**config.mk**
```make
export PLATFORM = sky130hd
export DESIGN_NAME = flpt_walker
export DESIGN_NICKNAME = d
export VERILOG_FILES = /design/src/sv/flpt_pkg.sv /design/src/sv/flpt_walker.sv
export SDC_FILE = /design/constraint.sdc
export NUM_CORES = 1
export LEC_CHECK = 0
export BUFFER_PORTS_ARGS = -buffer_cell sky130_fd_sc_hd__buf_2
export CAP_MARGIN = 20
export CORE_ASPECT_RATIO = 1.25
export CORE_MARGIN = 5
export CORE_UTILIZATION = 50
export DETAILED_ROUTE_END_ITERATION = 6
export GPL_TIMING_DRIVEN = 0
export MAX_ROUTING_LAYER = met4
export PLACE_DENSITY = 0.75
export SETUP_SLACK_MARGIN = 0.4
export SLEW_MARGIN = 20
export SYNTH_ARGS = -nofsm -noshare
export SYNTH_HDL_FRONTEND = slang
export SYNTH_SLANG_ARGS = --single-unit
```
**constraint.sdc**
```tcl
create_clock -name aclk -period 6.65 [get_ports aclk]
set_input_delay 0 -clock aclk [delete_from_list [all_inputs] [get_ports aclk]]
set_output_delay 0 -clock aclk [all_outputs]
set_load 0.02 [all_outputs]
```
**src/sv/flpt_pkg.sv**
```systemverilog
// ----------------------------------------------------------------------------
// flpt_pkg
// Shared codes and types of the four-level page table engine.
// ----------------------------------------------------------------------------
package flpt_pkg;

    localparam int VA_W    = 48;
    localparam int FRAME_W = 36;
    localparam int PTE_W   = 64;
    localparam int IDX_W   = 9;
    localparam int ROOT_W  = 6;

    localparam logic [1:0] CMD_MAP   = 2'd0;
    localparam logic [1:0] CMD_UNMAP = 2'd1;
    localparam logic [1:0] CMD_XLATE = 2'd2;

    localparam logic [1:0] STS_OK         = 2'd0;
    localparam logic [1:0] STS_NOT_MAPPED = 2'd1;
    localparam logic [1:0] STS_EXHAUSTED  = 2'd2;

    localparam logic REG_REGION_FRAME = 1'b0;
    localparam logic REG_ROOT_PAGE    = 1'b1;

    typedef struct packed {
        logic [FRAME_W-1:0] region_frame;
        logic [ROOT_W-1:0]  root_page;
    } cfg_t;

    typedef struct packed {
        logic [1:0]      status;
        logic [VA_W-1:0] addr;
    } result_t;

endpackage

```
**src/sv/flpt_walker.sv**
```systemverilog
// ----------------------------------------------------------------------------
// flpt_walker
// Command sequencer: clears the store, walks the four levels per page,
// allocates and zeroes table pages, writes leaf entries.
// ----------------------------------------------------------------------------
module flpt_walker #(
    parameter int NUM_TABLE_PAGES = 64,
    parameter int PW              = 6,
    parameter int AW              = 15
) (
    input  logic                              aclk,
    input  logic                              aresetn,
    input  logic                              in_valid,
    output logic                              in_ready,
    input  logic [1:0]                        in_cmd,
    input  logic [flpt_pkg::VA_W-1:0]         in_va,
    input  logic [flpt_pkg::FRAME_W-1:0]      in_pf,
    input  logic [1:0]                        in_af,
    input  logic [15:0]                       in_count,
    input  flpt_pkg::cfg_t                    cfg,
    output logic                              res_valid,
    input  logic                              res_ready,
    output flpt_pkg::result_t                 res,
    output logic                              mem_wr_en,
    output logic                              mem_rd_en,
    output logic [AW-1:0]                     mem_addr,
    output logic [63:0]                       mem_wdata,
    input  logic [63:0]                       mem_rdata
);
    import flpt_pkg::*;

    localparam int DEPTH = NUM_TABLE_PAGES * 512;
    localparam int NFW   = $clog2(NUM_TABLE_PAGES + 1);

    localparam logic [3:0] S_CLEAR = 4'd0;
    localparam logic [3:0] S_IDLE  = 4'd1;
    localparam logic [3:0] S_PAGE  = 4'd2;
    localparam logic [3:0] S_READ  = 4'd3;
    localparam logic [3:0] S_EVAL  = 4'd4;
    localparam logic [3:0] S_ZERO  = 4'd5;
    localparam logic [3:0] S_LINK  = 4'd6;
    localparam logic [3:0] S_LEAF  = 4'd7;
    localparam logic [3:0] S_NEXT  = 4'd8;
    localparam logic [3:0] S_DONE  = 4'd9;

    logic [3:0]         state_reg, state_next;
    logic [1:0]         cmd_reg, cmd_next;
    logic [VA_W-1:0]    va_reg, va_next;
    logic [FRAME_W-1:0] pf_reg, pf_next;
    logic [1:0]         fl_reg, fl_next;
    logic [15:0]        count_reg, count_next;
    logic [1:0]         level_reg, level_next;
    logic [PW-1:0]      page_reg, page_next;
    logic [NFW-1:0]     next_free_reg, next_free_next;
    logic [AW-1:0]      sweep_reg, sweep_next;
    result_t            res_reg, res_next;

    logic               root_ok;
    logic [PW-1:0]      root_page;
    logic [IDX_W-1:0]   idx;
    logic [AW-1:0]      cur_addr;
    logic [FRAME_W-1:0] off;
    logic               in_region;
    logic               pool_empty;
    logic [PW-1:0]      new_page;
    logic [FRAME_W-1:0] new_frame;
    logic [2:0]         fl_bits;

    assign root_ok    = 32'(cfg.root_page) < 32'(NUM_TABLE_PAGES);
    assign root_page  = PW'(cfg.root_page);
    assign cur_addr   = {page_reg, idx};
    assign off        = mem_rdata[47:12] - cfg.region_frame;
    assign in_region  = off < FRAME_W'(NUM_TABLE_PAGES);
    assign pool_empty = next_free_reg >= NFW'(NUM_TABLE_PAGES);
    assign new_page   = next_free_reg[PW-1:0];
    assign new_frame  = cfg.region_frame + FRAME_W'(next_free_reg);
    assign fl_bits    = {fl_reg, 1'b0};

    always_comb begin
        case (level_reg)
            2'd0:    idx = va_reg[47:39];
            2'd1:    idx = va_reg[38:30];
            2'd2:    idx = va_reg[29:21];
            default: idx = va_reg[20:12];
        endcase
    end

    always_comb begin
        state_next     = state_reg;
        cmd_next       = cmd_reg;
        va_next        = va_reg;
        pf_next        = pf_reg;
        fl_next        = fl_reg;
        count_next     = count_reg;
        level_next     = level_reg;
        page_next      = page_reg;
        next_free_next = next_free_reg;
        sweep_next     = sweep_reg;
        res_next       = res_reg;
        in_ready       = 1'b0;
        res_valid      = 1'b0;
        mem_wr_en      = 1'b0;
        mem_rd_en      = 1'b0;
        mem_addr       = cur_addr;
        mem_wdata      = '0;

        unique case (state_reg)
            S_CLEAR: begin
                mem_wr_en  = 1'b1;
                mem_addr   = sweep_reg;
                sweep_next = sweep_reg + 1'b1;
                if (sweep_reg == AW'(DEPTH - 1)) begin
                    state_next = S_IDLE;
                end
            end
            S_IDLE: begin
                in_ready = 1'b1;
                if (in_valid) begin
                    cmd_next   = in_cmd;
                    va_next    = (in_cmd == CMD_XLATE) ? in_va : {in_va[VA_W-1:12], 12'h000};
                    pf_next    = in_pf;
                    fl_next    = in_af;
                    count_next = in_count;
                    state_next = S_PAGE;
                end
            end
            S_PAGE: begin
                level_next = 2'd0;
                page_next  = root_page;
                unique case (cmd_reg)
                    CMD_XLATE: begin
                        if (!root_ok) begin
                            res_next   = '{status: STS_NOT_MAPPED, addr: '0};
                            state_next = S_DONE;
                        end else begin
                            state_next = S_READ;
                        end
                    end
                    CMD_MAP: begin
                        if (count_reg == 16'd0) begin
                            res_next   = '{status: STS_OK, addr: va_reg};
                            state_next = S_DONE;
                        end else if (!root_ok) begin
                            res_next   = '{status: STS_EXHAUSTED, addr: va_reg};
                            state_next = S_DONE;
                        end else begin
                            state_next = S_READ;
                        end
                    end
                    CMD_UNMAP: begin
                        if (count_reg == 16'd0) begin
                            res_next   = '{status: STS_OK, addr: va_reg};
                            state_next = S_DONE;
                        end else if (!root_ok) begin
                            state_next = S_NEXT;
                        end else begin
                            state_next = S_READ;
                        end
                    end
                    default: begin
                        res_next   = '{status: STS_OK, addr: '0};
                        state_next = S_DONE;
                    end
                endcase
            end
            S_READ: begin
                mem_rd_en  = 1'b1;
                state_next = S_EVAL;
            end
            S_EVAL: begin
                unique case (cmd_reg)
                    CMD_XLATE: begin
                        if (level_reg == 2'd3) begin
                            if (mem_rdata[0]) begin
                                res_next = '{status: STS_OK,
                                             addr: {mem_rdata[47:12], va_reg[11:0]}};
                            end else begin
                                res_next = '{status: STS_NOT_MAPPED, addr: '0};
                            end
                            state_next = S_DONE;
                        end else if (mem_rdata == 64'd0 || !in_region) begin
                            res_next   = '{status: STS_NOT_MAPPED, addr: '0};
                            state_next = S_DONE;
                        end else begin
                            page_next  = off[PW-1:0];
                            level_next = level_reg + 2'd1;
                            state_next = S_READ;
                        end
                    end
                    CMD_UNMAP: begin
                        if (mem_rdata[0] && in_region) begin
                            page_next  = off[PW-1:0];
                            level_next = level_reg + 2'd1;
                            state_next = (level_reg == 2'd2) ? S_LEAF : S_READ;
                        end else begin
                            state_next = S_NEXT;
                        end
                    end
                    CMD_MAP: begin
                        if (mem_rdata[0] && in_region) begin
                            mem_wr_en  = 1'b1;
                            mem_wdata  = mem_rdata | {61'd0, fl_bits};
                            page_next  = off[PW-1:0];
                            level_next = level_reg + 2'd1;
                            state_next = (level_reg == 2'd2) ? S_LEAF : S_READ;
                        end else if (pool_empty) begin
                            res_next   = '{status: STS_EXHAUSTED, addr: va_reg};
                            state_next = S_DONE;
                        end else begin
                            sweep_next = '0;
                            state_next = S_ZERO;
                        end
                    end
                    default: begin
                        state_next = S_DONE;
                    end
                endcase
            end
            S_ZERO: begin
                // new table page must read as all zero before it is linked
                mem_wr_en  = 1'b1;
                mem_addr   = {new_page, sweep_reg[IDX_W-1:0]};
                sweep_next = sweep_reg + 1'b1;
                if (sweep_reg[IDX_W-1:0] == '1) begin
                    state_next = S_LINK;
                end
            end
            S_LINK: begin
                mem_wr_en      = 1'b1;
                mem_wdata      = {16'd0, new_frame, 9'd0, fl_bits | 3'b001};
                page_next      = new_page;
                next_free_next = next_free_reg + 1'b1;
                level_next     = level_reg + 2'd1;
                state_next     = (level_reg == 2'd2) ? S_LEAF : S_READ;
            end
            S_LEAF: begin
                mem_wr_en  = 1'b1;
                mem_wdata  = (cmd_reg == CMD_MAP) ?
                             {16'd0, pf_reg, 9'd0, fl_bits | 3'b001} : 64'd0;
                state_next = S_NEXT;
            end
            S_NEXT: begin
                va_next    = va_reg + 48'h1000;
                pf_next    = pf_reg + 1'b1;
                count_next = count_reg - 1'b1;
                state_next = S_PAGE;
            end
            S_DONE: begin
                res_valid = 1'b1;
                if (res_ready) begin
                    state_next = S_IDLE;
                end
            end
            default: begin
                state_next = S_IDLE;
            end
        endcase
    end

    always_ff @(posedge aclk) begin
        if (!aresetn) begin
            state_reg     <= S_CLEAR;
            next_free_reg <= NFW'(1);
            sweep_reg     <= '0;
            level_reg     <= '0;
        end else begin
            state_reg     <= state_next;
            next_free_reg <= next_free_next;
            sweep_reg     <= sweep_next;
            level_reg     <= level_next;
        end
    end

    always_ff @(posedge aclk) begin
        cmd_reg   <= cmd_next;
        va_reg    <= va_next;
        pf_reg    <= pf_next;
        fl_reg    <= fl_next;
        count_reg <= count_next;
        page_reg  <= page_next;
        res_reg   <= res_next;
    end

    assign res = res_reg;

endmodule

```
==> key figures <==
Timing
  • Worst clock skew: 0.0187 ns
  • Actual transition at the worst max-transition pin: 1.07 ns
  • Maximum clock frequency: 0.201 GHz
  • Final count of hold timing violations: 0
  • Minimum period implied by the final worst setup slack: 4.98 ns
  • Crit share post-route: 0.749
  • Final setup violating endpoints: 0
  • Relative slew margins: 0.280
  • Max-slew violation count: 0
  • Fin worst setup slack: 1.67 ns
  • Setup repair after global routing missed its margin: no

Global routing
  • Initial antenna violation count: 5
  • Overall fraction of global-route tracks in use: 0.374
  • Number of global-route vias before repair: 15417
  • Global-route wire length before repair: 90.7 mm
  • Largest net degree at the start of global routing: 53
  • GR Overflow Total: 0

Drt
  • Post-DR wirelength/cell: 24.3 um
  • First-pass detailed-route iteration total: 6
  • Antenna-violating nets left: 0
  • Number of DRC markers in iteration 0: 1815
  • Routed Wire Length: 62.1 mm
  • Post-route DRC: 0
  • Ratio of routed vias to standard cells: 6.25
  • DR vias: 15958

Worst hold path
  • Worst hold-check path type: input pin to flop
  • Count of cells along the worst hold path: 2
  • Terminating pin of the worst hold path: res[23]$_DFFE_PP_
  • HP Start: mem_rdata[23]

Setup path
  • Critical Path Start: mem_rdata[12]
  • Worst flop-to-flop path endpoint: count_reg[1]$_DFFE_PP_
  • CP max FO: 10
  • Type of destination of the critical path: output pin
  • Data arrival time of the critical path: 4.98 ns
  • Startpoint kind of the worst setup timing path: input pin
  • Depth of the most critical reg-to-reg path: 9
  • Category of the critical setup timing path: input pin to output pin
  • Internal reg-to-reg setup slack: 2.92 ns
  • Data required time of the worst path: 6.65 ns
  • Worst R2R Start: state_reg[1]$_SDFFE_PN0P_

Power
  • Internal power component: 2.00 mW
  • Relative contribution of combinational cells to total power: 0.199
  • Total power: 2.84 mW
  • Proportion of power drawn by flip-flops and latches: 0.448
  • Switching part of the total: 0.295
  • Total leakage power: 7.89 nW
  • Largest voltage drop on the vdd net: 150 uV
  • P_sw: 0.839 mW
  • Ratio of total power to cell area: 152 nW/um^2
  • Clock network power share: 0.353

Yosys
  • Mapped Avg Cell Area: 8.62 um^2
  • Post-synth net total: 1950
  • Post-synthesis instance area: 14500 um^2
  • Total of warnings raised by yosys: 0
  • Most frequently used flop master after synthesis: sky130_fd_sc_hd__edfxtp_1
  • Share of async-settable or async-resettable flops after synthesis: 0
  • Number of distinct library cells after synthesis: 84
  • Sequential element share of the synthesized area: 0.370
  • Number of instances in the synthesized netlist: 1681
  • Number of enable flip-flop cells after synthesis: 160
  • #FFs+latches synth: 188

CTS
  • Number of CTS-inserted buffers: 17
  • Num Clock Sinks: 188
  • Clock root buffer: sky130_fd_sc_hd__clkbuf_16
  • # resized after CTS: 0
  • CTS tree: done
  • Max clock buf depth: 2
  • Later-pin clock latency in the skew report: 0.46 ns
  • Clock transition at the registers of the reported paths: 0.08 ns
  • Level count of the clock H-tree: 4

Layout
  • Layout-stage area growth over the synthesis result: 28.9%
  • Ratio of cells with drive above 1 in the final layout: 0.208
  • # nets final: 2450
  • Max reg flops: 50
  • Utilization after layout: 0.656

Floorplan
  • Total I/O pin count: 347
  • Horizontal die dimension: 162 um
  • Initial cell density of the core: 0.509
  • Standard-cell row count: 69
  • Full die area: 32500 um^2
  • Vertical die dimension: 200 um
  • Placeable core region: 28500 um^2

Place
  • Detailed placement HPWL: 47.3 mm
  • Number of port buffers: 346
  • Final Wtd Congestion: 1.04
  • Setup Slack @ Placement: 2.23 ns

Run status
  • Run status: finished clean

Run
  • Number of maximum-capacitance constraint violations: 0
## metal layers
layer  routed length (um)  GRT usage  up-vias
met4                 3340      0.181        0
met3                 6810     0.0847      187
met1                23200      0.457     7494
met5                    0          -        -
met2                28700      0.583     1138
li1                     -          -     7139
## worst max-delay path by stage
stage / end / slack [ns] / cells after the start
global placement: res[7]$_DFFE_PP_ / -0.63 / 13
detailed placement: page_reg[3]$_DFFE_PP_ / 2.23 / 12
finish: mem_wdata[61] / 1.67 / 18
floorplan: res[0]$_DFFE_PP_ / 1.49 / 12
CTS: mem_wdata[61] / 1.81 / 16
global route: mem_wdata[61] / 1.39 / 18
## cell usage in the layout (no fill, tap or decap), types with 18 or more instances in the layout
cell / n
sky130_fd_sc_hd__nand4_1: 47
sky130_fd_sc_hd__a22o_1: 40
sky130_fd_sc_hd__xor2_1: 55
sky130_fd_sc_hd__nor2b_1: 18
sky130_fd_sc_hd__dlygate4sd3_1: 131
sky130_fd_sc_hd__buf_2: 354
sky130_fd_sc_hd__nor2_1: 97
sky130_fd_sc_hd__a21oi_1: 76
sky130_fd_sc_hd__ha_1: 53
sky130_fd_sc_hd__a21o_1: 44
sky130_fd_sc_hd__edfxtp_1: 160
sky130_fd_sc_hd__and3_1: 28
sky130_fd_sc_hd__nand2_1: 269
sky130_fd_sc_hd__o21ai_0: 162
sky130_fd_sc_hd__xnor2_1: 89
sky130_fd_sc_hd__clkbuf_1: 64
sky130_fd_sc_hd__dfxtp_1: 28
sky130_fd_sc_hd__nand3_1: 50
sky130_fd_sc_hd__nor4_1: 35
sky130_fd_sc_hd__inv_1: 66
sky130_fd_sc_hd__nor3_1: 21
sky130_fd_sc_hd__and2_1: 46
## worst max-delay path, stage by stage
cell and delay [ns]:
sky130_fd_sc_hd__dlygate4sd3_1 0.54, sky130_fd_sc_hd__buf_2 0.18, sky130_fd_sc_hd__inv_1 0.12, sky130_fd_sc_hd__ha_1 0.19, sky130_fd_sc_hd__inv_1 0.06, sky130_fd_sc_hd__fa_1 0.44, sky130_fd_sc_hd__a211oi_2 0.24, sky130_fd_sc_hd__o21ai_1 0.23
sky130_fd_sc_hd__nand3_1 0.25, sky130_fd_sc_hd__a21oi_1 0.12, sky130_fd_sc_hd__or4_1 0.59, sky130_fd_sc_hd__a21o_1 0.19, sky130_fd_sc_hd__a2111oi_0 0.44, sky130_fd_sc_hd__and4_1 0.25, sky130_fd_sc_hd__buf_4 0.14, sky130_fd_sc_hd__buf_2 0.33
sky130_fd_sc_hd__and2_1 0.42, sky130_fd_sc_hd__buf_2 0.24
## cell type report
class | count | area [um^2]
Inverter | 66 | 248
Multi-Input combinational cell | 1340 | 8460
Fill cell | 2290 | 9810
Tap cell | 355 | 444
Antenna cell | 5 | 12.5
Timing Repair Buffer | 481 | 3130
Buffer | 87 | 447
Clock inverter | 14 | 136
Sequential cell | 188 | 5370
Clock buffer | 18 | 429
## power by group through the flow
| stage | Combinational (mW) | Clock (mW) | Sequential (mW) |
|---|---|---|---|
| 2_1_floorplan | 0.283 | 0 | 1.30 |
| 3_3_place_gp | 0.481 | 0 | 1.30 |
| 3_5_place_dp | 0.484 | 0 | 1.30 |
| 4_1_cts | 0.544 | 0.996 | 1.27 |
| 5_1_grt | 0.601 | 1.05 | 1.27 |
| 6_report | 0.567 | 1.00 | 1.27 |
## cells in the mapped netlist, types with 10 or more instances
cell type	number	area (um^2)
sky130_fd_sc_hd__nand2_1	269	1010
sky130_fd_sc_hd__o21ai_0	163	816
sky130_fd_sc_hd__edfxtp_1	160	4800
sky130_fd_sc_hd__nor2_1	97	364
sky130_fd_sc_hd__xnor2_1	89	780
sky130_fd_sc_hd__a21oi_1	77	385
sky130_fd_sc_hd__inv_1	66	248
sky130_fd_sc_hd__clkbuf_1	63	236
sky130_fd_sc_hd__xor2_1	55	482
sky130_fd_sc_hd__ha_1	53	663
sky130_fd_sc_hd__nand3_1	50	250
sky130_fd_sc_hd__nand4_1	47	294
sky130_fd_sc_hd__and2_1	46	288
sky130_fd_sc_hd__a21o_1	44	330
sky130_fd_sc_hd__a22o_1	40	350
sky130_fd_sc_hd__nor4_1	38	238
sky130_fd_sc_hd__and3_1	28	175
sky130_fd_sc_hd__dfxtp_1	28	561
sky130_fd_sc_hd__nor3_1	21	105
sky130_fd_sc_hd__nor2b_1	18	113
sky130_fd_sc_hd__and4_1	13	114
sky130_fd_sc_hd__a222oi_1	10	100
sky130_fd_sc_hd__buf_6	10	113
sky130_fd_sc_hd__nor3b_2	10	125
## cell families (layout without fill, tap and decap cells)
| kind of cell | after synthesis | in the layout | share of synthesized area |
|---|---|---|---|
| AOI/OAI and AO/OA | 439 | 439 | 0.197 |
| and+or+nand+nor | 692 | 692 | 0.242 |
| xor gates and xnor gates | 144 | 144 | 0.0870 |
| muxes | 10 | 10 | 0.00699 |
| other | 0 | 5 | 0 |
| DFF | 188 | 188 | 0.370 |
| buffers and inverters | 153 | 666 | 0.0479 |
| adders and majority gates | 55 | 55 | 0.0485 |
## stage by stage
| step | cells | hold slack, ns | instance area (um^2) | setup TNS (ns) |
|---|---|---|---|---|
| 2_1_floorplan | 1681 | 0.0989 | 14500 | 0 |
| 3_3_place_gp | 2382 | 0.226 | 16700 | -31.41 |
| 3_5_place_dp | 2386 | 0.213 | 16800 | 0 |
| 4_1_cts | 2545 | 0.00229 | 18600 | 0 |
| 5_1_grt | 2554 | 0.00683 | 18700 | 0 |
| 6_report | 2554 | 0.0335 | 18700 | 0 |
## what timing repair did
action / 4_1_cts / 5_1_grt
hold buffers: 127 / 4
buffers inserted: 0 / 0
hold endpoints to repair: 130 / 4
(Power assumes the default switching activity.)
